==> src/hw/rtl/ttl_pkg.sv <==
// Package for the TTL key-value table: operation and status codes, slot record,
// sequencer states and the scan status bundle.
// No dependencies.
`default_nettype none

package ttl_pkg;

   localparam int ENTRIES_DEFAULT = 64;
   localparam int KEY_W           = 32;
   localparam int VALUE_W         = 32;
   localparam int TIME_W          = 32;
   localparam int LIFE_W          = 24;

   typedef enum logic [1:0] {
      OP_PUT   = 2'd0,
      OP_GET   = 2'd1,
      OP_ERASE = 2'd2,
      OP_TICK  = 2'd3
   } op_type;

   typedef enum logic [1:0] {
      STAT_OK   = 2'd0,
      STAT_MISS = 2'd1,
      STAT_FULL = 2'd2
   } status_type;

   typedef enum logic [1:0] {
      ST_CLEAR,
      ST_IDLE,
      ST_SCAN,
      ST_FINISH
   } state_type;

   typedef struct packed {
      logic               valid;
      logic [KEY_W-1:0]   key;
      logic [VALUE_W-1:0] value;
      logic [TIME_W-1:0]  expiry;
   } slot_type;

   typedef struct packed {
      logic stop;
      logic hit;
      logic hit_live;
      logic free;
   } scan_status_type;

endpackage

`default_nettype wire

==> src/hw/rtl/ttl_scan_unit.sv <==
// Shared slot comparator: checks one slot per cycle against the key and the
// clock, and tracks the first key match and the lowest free or expired slot.
// Depends on ttl_pkg.
`default_nettype none

module ttl_scan_unit #(
   parameter int DEPTH = ttl_pkg::ENTRIES_DEFAULT,
   parameter int AW    = $clog2(DEPTH)
) (
   input  wire                          clock,
   input  wire                          reset,
   input  wire                          start,
   input  wire                          chk_valid,
   input  wire  [AW-1:0]                chk_idx,
   input  wire  ttl_pkg::slot_type      slot,
   input  wire  [ttl_pkg::KEY_W-1:0]    lookup_key,
   input  wire  [ttl_pkg::TIME_W-1:0]   time_now,
   output ttl_pkg::scan_status_type     scan_status,
   output logic [AW-1:0]                hit_idx,
   output logic [AW-1:0]                free_idx,
   output logic [ttl_pkg::VALUE_W-1:0]  hit_value
);
   import ttl_pkg::*;

   logic               hit_ff, hit_in;
   logic               live_ff, live_in;
   logic [VALUE_W-1:0] value_ff, value_in;
   logic [AW-1:0]      hit_idx_ff, hit_idx_in;
   logic               free_ff, free_in;
   logic [AW-1:0]      free_idx_ff, free_idx_in;
   logic               expired;
   logic               match;
   logic               is_free;

   assign expired = time_now > slot.expiry;
   assign match   = chk_valid && slot.valid && (slot.key == lookup_key);
   assign is_free = chk_valid && (!slot.valid || expired);

   always_comb begin
      hit_in      = hit_ff;
      live_in     = live_ff;
      value_in    = value_ff;
      hit_idx_in  = hit_idx_ff;
      free_in     = free_ff;
      free_idx_in = free_idx_ff;
      if (start) begin
         hit_in  = 1'b0;
         free_in = 1'b0;
      end else begin
         if (match && !hit_ff) begin
            hit_in     = 1'b1;
            live_in    = !expired;
            value_in   = slot.value;
            hit_idx_in = chk_idx;
         end
         if (is_free && !free_ff) begin
            free_in     = 1'b1;
            free_idx_in = chk_idx;
         end
      end
   end

   always_ff @(posedge clock) begin
      if (reset) begin
         hit_ff  <= 1'b0;
         free_ff <= 1'b0;
      end else begin
         hit_ff  <= hit_in;
         free_ff <= free_in;
      end
      live_ff     <= live_in;
      value_ff    <= value_in;
      hit_idx_ff  <= hit_idx_in;
      free_idx_ff <= free_idx_in;
   end

   assign scan_status.stop     = match || (chk_valid && (chk_idx == AW'(DEPTH - 1)));
   assign scan_status.hit      = hit_ff;
   assign scan_status.hit_live = live_ff;
   assign scan_status.free     = free_ff;
   assign hit_idx              = hit_idx_ff;
   assign free_idx             = free_idx_ff;
   assign hit_value            = value_ff;

endmodule

`default_nettype wire

==> config.mk <==
export PLATFORM = sky130hd
export DESIGN_NAME = ttl_scan_unit
export DESIGN_NICKNAME = d
export VERILOG_FILES = /design/src/hw/rtl/ttl_pkg.sv /design/src/hw/rtl/ttl_scan_unit.sv
export SDC_FILE = /design/constraint.sdc
export NUM_CORES = 1
export LEC_CHECK = 0
export ABC_CLOCK_PERIOD_IN_PS = 12600
export BUFFER_PORTS_ARGS = -buffer_cell sky130_fd_sc_hd__buf_2
export CORE_MARGIN = 3
export CORE_UTILIZATION = 42
export DETAILED_ROUTE_END_ITERATION = 16
export PLACE_DENSITY = 0.86
export SYNTH_ARGS = -nofsm -noshare
export SYNTH_HDL_FRONTEND = slang
export SYNTH_SLANG_ARGS = --single-unit
==> constraint.sdc <==
create_clock -name clock -period 12.6 [get_ports clock]
set_clock_uncertainty 0.2 [all_clocks]
set_input_delay 1.26 -clock clock [delete_from_list [all_inputs] [get_ports clock]]
set_output_delay 1.26 -clock clock [all_outputs]
set_load 0.02 [all_outputs]
# Word-level counts from Yosys, hierarchy flattened
# Index checks and enable logic that the tools add are counted.
# op_classes
magnitude_cmp	1
eq_ne	2
n_bitwise	1
n_reduce_logical	15
# ops
cell	count
32-bit equality test	1
32-bit > comparator	1
6-bit equality test (second input constant)	1
1-bit logical AND	6
1-bit logical NOT	4
2-bit AND reduction	2
1-bit logical OR	2
2-bit OR reduction	1
1-bit inverter	1
# totals
reg_bits	47

# Longest topological paths before layout
# Gate-level depths: netlist (run 1).
# depth
depth_word	5
mapped_depth	8
depth_no_buf	8

# Worst setup path before layout (run 1)
# No wires, ideal clock.
# synth_path
path_type	input to register
start	in lookup_key[31] (netlist bit)
end	reg hit_idx_ff[0] (netlist: hit_idx[0]) (enable)
setup_ns	0.484
arrival_ns	4.587
setup_slack_ns	7.329
path_stages	5
n_path_buf	0
cell_sequence	xnor2_1 > nand4_1 > nor4_1 > nand4_1 > nor3_1
# synth_between
elab_chain_cells	4
# synth_lines
element	line	text
from (decl)	ttl_scan_unit.sv:16	input wire [ttl_pkg::KEY_W-1:0] lookup_key,
32-bit equality test	ttl_scan_unit.sv:36	assign match = chk_valid && slot.valid && (slot.key == lookup_key);
1-bit logical AND	ttl_scan_unit.sv:36	
1-bit logical AND	ttl_scan_unit.sv:50	if (match && !hit_ff) begin
2-bit AND reduction (no source line)	n/a	
to (signal assigned)	ttl_scan_unit.sv:73	hit_idx_ff <= hit_idx_in;
to (decl)	ttl_scan_unit.sv:28	logic [AW-1:0] hit_idx_ff, hit_idx_in;
# Every way passes these cells.
# A chain may end at the register's enable or synchronous reset.

==> results by group, run 1 <==
Status
  • Status: finished clean

Logic synthesis
  • Seq/Total Area, Yosys: 51.9%
  • Top cells by area, synth: edfxtp_1 (50%), ha_1 (15%), xnor2_1 (9.1%)
  • Synthesis warning total: 0
  • Synthesized netlist net count: 424
  • Syn Inst Count: 221
  • Yosys top cell by area: edfxtp_1
  • Synth cell types: 29
  • Post-Syn Area: between 0.002 and 0.003 mm²
  • Synth Area per Inst: 12.1 µm²
  • Area share of the largest cell type after synthesis: between 50% and 60%
  • FF+latch count, synth: 47

Floorplanning
  • I/O pins: between 200 and 250
  • Die width: 85.9 µm
  • Die Y: 85.9 µm
  • Starting Density: 44.3%
  • Core area: between 0.006 and 0.007 mm²
  • Die footprint: 0.00738 mm²
  • Row cnt: 28

Power and ir drop
  • Worst VDD drop: 0.0724 mV
  • Cell Pwr Density: approximately 80 mW/mm²
  • Leakage: 1.94 nW

Critical path
  • WP data arrival: around 2.6 ns
  • Reg-to-reg slack, setup: 11.08 ns
  • Worst R2R End: hit_value[23]$_DFFE_PP_
  • Critical path cell sequence: buf_2 -> xnor2_1 -> nand4_1 -> nor4_1 -> nand4_1 -> o21ai_0 -> buf_2
  • Crit start category: input port
  • Crit path max fanout: 3
  • Setup Crit Path Kind: in2out
  • Worst EP required: 11.14 ns
  • Worst r2r path cells: 2
  • CP endpoint kind: output port
  • Max incr delay on CP: 0.32 ns
  • Crit-path slowest cell: nor4_1
  • FF-to-FF Start: hit_ff$_SDFFE_PP0P_

STA
  • Fin. max-slew vios: 0
  • Relative slew slack: between 60% and 70%
  • Final Hold Fails: 0
  • Min Tclk post-route: 4.05 ns
  • RSZ-0062 raised after global routing: no
  • Worst-Margin Slew: 0.540 ns
  • Final setup fails: 0
  • Fmax: approximately 0.25 GHz
  • Setup_tns: 0 ns
  • Final cycle utilization of the critical path: 32.2%
  • Final worst slack: 8.55 ns

Route
  • Initial DRC Count: 87
  • Wirelength per Cell: roughly 14 µm
  • Via count: 2,518
  • Routed Antenna Nets: 0
  • Total routed wirelength: 7520 µm
  • DR DRC count: 0
  • Pre-antenna DRT Iters: 4
  • Via density: 4.84

Placement
  • Final GP Congestion: slightly below 0.8
  • Port bufs: 218
  • Placed insts: 512
  • Detailed-placement wirelength estimate: between 6000 and 7000 µm
  • DP Area: 0.00386 mm²
  • Place WS: 8.53 ns

Global route
  • Initial antenna violation count: 0
  • Largest net degree at the start of global routing: 40
  • GRT Total Usage: 19.1%
  • First-pass GRT wire length: 11,200 µm
  • Number of global-route vias before repair: about 2,700
  • Remaining global-route overflow: 0

Worst hold path
  • HP Class: reg2reg
  • WHS Endpoint: hit_ff$_SDFFE_PP0P_
  • Hold path start: hit_ff$_SDFFE_PP0P_
  • Hold path depth: 2

Clocking
  • CTS Root Cell: clkbuf_8
  • Post-CTS Hold Buffers: 0
  • Clock Latency Late Sink: 0.29 ns
  • H-tree depth: 2
  • Clock slew at reported path FFs: 0.08 ns
  • Clk buf depth: 2
  • CTS Buf Count: 5
  • CTS tree: yes
  • Post-CTS setup buffer count: 0
  • Post-CTS sizing: 0
  • CTS sink count: 47

Job
  • Maxcap violations: 0

Finish
  • Design area: 0.00394 mm²
  • Area growth syn-to-layout: 46.9%
  • Fraction of layout instances using a drive strength above 1: 52.4%
  • Antenna Cells: 0
  • Post-Layout Cell Count: 520
  • Core Util, Final: 65.0%
  • # nets final: 647
-- through the flow --
stage | hold slack [ns] | power, mW
floorplan | 0.249 | 0.208
global placement | 0.279 | 0.240
detailed placement | 0.279 | 0.244
CTS | 0.293 | 0.328
global route | 0.344 | 0.341
finish | 0.288 | 0.324
-- kinds of logic (layout without fill, tap and decap cells) --
group	after synthesis	in the layout	share of synthesized area [%]
buffers and inverters	39	263	5.88
DFF	47	47	51.9
and+or+nand+nor	38	38	8.58
xor gates and xnor gates	31	31	10.1
AOI/OAI and AO/OA	34	34	8.63
adders and majority gates	32	32	14.9
-- cells in the mapped netlist (all sizes together) --
library cell and n:
edfxtp 45, inv 36, ha 32, xnor2 28, nand4 16, a21oi 15
o21ai 7, nand2 5, nand3 5, nor3 4, nor4 4, a21o 3
buf 3, xor2 3, a2111oi 2, dfxtp 2, nor2 2, a211oi 1
a21boi 1, a221o 1, a31oi 1, nand2b 1, nor2b 1, o2111ai 1
o211ai 1, o21a 1
-- registers in the layout, summed over array words and instances, names as in the netlist --
name       cells
hit_ff         1
hit_idx        6
free_idx       6
live_ff        1
free_ff        1
hit_value     32
-- power by group --
| group | internal [mW] | switching [mW] |
|---|---|---|
| clock network | 0.0377 | 0.0467 |
| logic | 0.0374 | 0.0300 |
| registers | 0.172 | 0.000455 |
-- worst max-delay path by stage --
stage                        start                   end  slack [ns]  depth (start not counted)
floorplan           lookup_key[31]  hit_idx[0]$_DFFE_PP_        7.33                          5
CTS                 lookup_key[30]        scan_status[3]        8.53                          7
global route        lookup_key[15]        scan_status[3]        8.46                          7
finish              lookup_key[28]        scan_status[3]        8.55                          7
global placement    lookup_key[30]        scan_status[3]        8.56                          7
detailed placement  lookup_key[30]        scan_status[3]        8.53                          7
-- per-layer routing --
layer	vias up	share of wire (%)	global-route usage, %
met1	1121	34	19.7
met5	-	0	0
met3	16	8.8	4.13
met4	0	2.4	6.19
met2	136	55	37.7
li1	1245	-	-
-- cells in the final DEF, fill, tap and decap left out --
cell        Yosys  final
nand3_1         5      5
o2111ai_1       1      1
xnor2_1        28     28
nor3_2          0      1
a21oi_1        15     15
a21boi_0        1      1
o21ai_0         7      7
nor4_2          1      1
nor3_1          4      3
nor4_1          3      3
clkbuf_8        0      5
buf_2           0    218
a2111oi_2       1      1
ha_1           32     32
dfxtp_1         2      2
clkinv_1        0      2
a2111oi_4       1      1
a21o_1          3      3
edfxtp_1       45     45
nand4_1        14     14
clkinvlp_4      0      1
a31oi_1         1      1
buf_4           3      1
o21a_2          1      1
o211ai_1        1      1
nand2b_1        1      1
a211oi_1        1      1
nor2_1          2      2
nor2b_2         1      1
nand2_1         5      5
a221o_1         1      1
nand4_2         2      2
xor2_1          3      3
inv_1          36     36
-- layout make-up --
type                            instances  area (µm²)
Clock inverter                          3        15.0
Sequential cell                        47        1390
Fill cell                             491        2120
Timing Repair Buffer                  219        1100
Inverter                               36         135
Clock buffer                            5        68.8
Tap cell                               75        93.8
Multi-Input combinational cell        135        1140
-- worst max-delay path: cells and delay by family --
kind                   cells  cell delay (ns)
buffers and inverters      2             0.31
AO/OA/AOI/OAI              1             0.17
XOR/XNOR                   1             0.15
AND/OR/NAND/NOR            3             0.70
(Power assumes the default switching activity.)
==> run 2, diff against run 1 <==
- ABC_CLOCK_PERIOD_IN_PS: 12600 -> 3350
- CORE_UTILIZATION: 42 -> 35
- PLACE_DENSITY: 0.86 -> 0.76
- clock period: 12.6 -> 3.35 ns (I/O delays scaled with it)
==> run 2 against run 1 <==
  * Critical path depth increased by 1
  * Die area increased by 19%
  * Sequential power rose to 3.8 times the previous value
  * Critical endpoint is now free_idx[5]$_DFFE_PP_
==> results by group, run 2 (synthesized netlist as in run 1, its figures left out) <==
Clocking
  • CTS Buf Count: 5 (unchanged)
  • Post-CTS Hold Buffers: 0 (unchanged)
  • Post-CTS sizing: 0 (unchanged)
  • Clock Latency Late Sink: 0.28 ns (was 0.29 ns)
  • Clk buf depth: 2 (unchanged)
  • Clock slew at reported path FFs: 0.08 ns (about the same)
  • CTS Root Cell: clkbuf_8 (unchanged)
  • CTS tree: yes (unchanged)
  • Post-CTS setup buffer count: 0 (unchanged)
  • CTS sink count: 47 (unchanged)
  • H-tree depth: 2 (unchanged)

Floorplanning
  • Row cnt: 31 (was 28)
  • Die footprint: 0.00875 mm² (was 0.00738 mm²)
  • Die width: 93.5 µm (was 85.9 µm)
  • Die Y: 93.5 µm (was 85.9 µm)
  • Starting Density: 36.6% (was 44.3%)
  • I/O pins: 219 (unchanged)
  • Core area: 0.00733 mm² (was 0.00606 mm²)

Global route
  • GRT busiest layer: met2 (unchanged)
  • Met3 Usage GRT: 3.14% (was 4.13%)
  • Remaining global-route overflow: 0 (unchanged)
  • Initial antenna violation count: 0 (unchanged)
  • Largest net degree at the start of global routing: 37 (was 40)
  • First-pass GRT wire length: 10,900 µm (was 11,200 µm)
  • GRT Total Usage: 15.9% (was 19.1%)
  • Met1 global-route usage: 15.8% (was 19.7%)
  • Number of global-route vias before repair: 2,536 (was 2,652)
  • Grt met2 use: 33.1% (was 37.7%)

STA
  • Final worst slack: 0.866 ns (was 8.55 ns)
  • Fmax: 0.403 GHz
  • Min Tclk post-route: 2.48 ns
  • Final Hold Fails: 0 (unchanged)
  • Setup_tns: 0 ns (unchanged)
  • Final cycle utilization of the critical path: 74.2%
  • Fin. max-slew vios: 0 (unchanged)
  • RSZ-0062 raised after global routing: no (unchanged)
  • Relative slew slack: 64.8% (was 64.0%)
  • Final setup fails: 0 (unchanged)
  • Worst-Margin Slew: 0.528 ns (was 0.540 ns)

Placement
  • Place WS: 0.546 ns (was 8.53 ns)
  • Port bufs: 218 (unchanged)
  • Final GP Congestion: 0.783 (was 0.789)
  • Placed insts: 536 (was 512)
  • Detailed-placement wirelength estimate: 6810 µm (was 6670 µm)

Finish
  • Antenna Cells: 0 (unchanged)
  • Largest register FFs: 32 (unchanged)
  • # nets final: 647 (unchanged)
  • Area growth syn-to-layout: 49.0% (was 46.9%)
  • Most frequent cells in the layout: buf_2 (218), edfxtp_1 (45), inv_1 (36) (unchanged)
  • Fraction of layout instances using a drive strength above 1: 52.5% (was 52.4%)
  • Most common cell after layout, fill and taps aside: buf_2 (unchanged)
  • Post-Layout Cell Count: 543 (was 520)

Critical path
  • Critical path cell sequence: buf_2 -> inv_1 -> ha_1 -> nand4_2 -> a2111oi_2 -> nor4_1 -> o21a_2 -> a2111oi_4 (was buf_2 -> xnor2_1 -> nand4_1 -> nor4_1 -> nand4_1 -> o21ai_0 -> buf_2)
  • Worst R2R End: hit_value[8]$_DFFE_PP_ (was hit_value[23]$_DFFE_PP_)
  • CP endpoint kind: register (was output port)
  • Crit path max fanout: 6 (was 3)
  • Reg-to-reg slack, setup: 1.74 ns (was 11.08 ns)
  • Crit-path slowest cell: a2111oi_4 (was nor4_1)
  • WP data arrival: 2.21 ns (was 2.59 ns)
  • Max incr delay on CP: 0.57 ns (was 0.32 ns)
  • Worst EP required: 3.08 ns (was 11.14 ns)
  • FF-to-FF Start: hit_ff$_SDFFE_PP0P_ (unchanged)
  • Setup Crit Path Kind: in2reg (was in2out)
  • Worst r2r path cells: 2 (unchanged)
  • Crit start category: input port (unchanged)

Power and ir drop
  • Worst VDD drop: 0.166 mV (was 0.0724 mV)
  • Total power: 1.28 mW (was 324 µW)
  • Cell Pwr Density: 321 mW/mm² (was 82.3 mW/mm²)
  • Leakage: 1.95 nW (was 1.94 nW)

Route
  • Via density: 4.53 (was 4.84)
  • Routed Antenna Nets: 0 (unchanged)
  • Pre-antenna DRT Iters: 4 (unchanged)
  • Via count: 2,459 (was 2,518)
  • Initial DRC Count: 59 (was 87)
  • Total routed wirelength: 7520 µm (about the same)
  • Wirelength per Cell: 13.9 µm (was 14.5 µm)
  • DR DRC count: 0 (unchanged)

Worst hold path
  • WHS Endpoint: hit_value[26]$_DFFE_PP_ (was hit_ff$_SDFFE_PP0P_)
  • HP Class: in2reg (was reg2reg)
  • Hold path start: slot[58] (was hit_ff$_SDFFE_PP0P_)
  • Hold path depth: 1 (was 2)

Status
  • Status: finished clean (unchanged)

Job
  • Maxcap violations: 0 (unchanged)
[run 2: changes by cell type in the layout (fill, tap and decap cells not counted)]
cell and change:
bufinv_16 +1, nor3_2 -1, clkbuf_1 +1, nor3_4 +1, clkinvlp_4 -1, clkinv_1 -2
[run 2: how the worst max path moves through the flow]
stage / start / cells past startpoint / slack, ns / endpoint
after floorplan: lookup_key[31] / 5 / 0.18 / hit_idx[0]$_DFFE_PP_
after global placement: slot[14] / 8 / 0.62 / free_idx[4]$_DFFE_PP_
after detailed placement: slot[15] / 8 / 0.55 / free_idx[5]$_DFFE_PP_
after CTS: slot[15] / 8 / 0.85 / free_idx[5]$_DFFE_PP_
after global routing: slot[15] / 8 / 0.72 / free_idx[5]$_DFFE_PP_
final: slot[15] / 8 / 0.87 / free_idx[5]$_DFFE_PP_
[run 2: layer usage]
layer,up-vias,wire length (µm)
met4,0,92
met5,-,0
li1,1244,-
met1,1089,2620
met3,8,569
met2,118,4240
[run 2: where the power goes]
group          leakage [nW]  internal, mW  total (mW)  switching, mW
combinational          1.48         0.140       0.253          0.113
sequential            0.422         0.647       0.649        0.00166
clock                0.0513         0.219       0.381          0.163
[run 2: through the flow]
| step | area, µm² | hold WS (ns) | util [%] |
|---|---|---|---|
| after floorplan | 2690 | 0.234 | - |
| after global placement | 3890 | 0.292 | 53.1 |
| after detailed placement | 3890 | 0.294 | 53.1 |
| after CTS | 4000 | 0.0124 | 54.5 |
| after global routing | 4000 | 0.00610 | 54.5 |
| final | 4000 | 0.0189 | 54.5 |
[run 2: worst max-delay path: cells and delay by family]
family          cells  cell delay [ns]
simple gates        2             0.25
fa+ha+maj           1             0.32
buf+inv             2             0.12
compound gates      3             1.18
[run 2: layout make-up]
type	count	area, µm²
Fill cell	638	3330
Sequential cell	47	1390
Multi-Input combinational cell	135	1140
Timing Repair Buffer	219	1100
Inverter	36	135
Tap cell	99	124
Clock buffer	6	72.6
Clock inverter	1	30.0
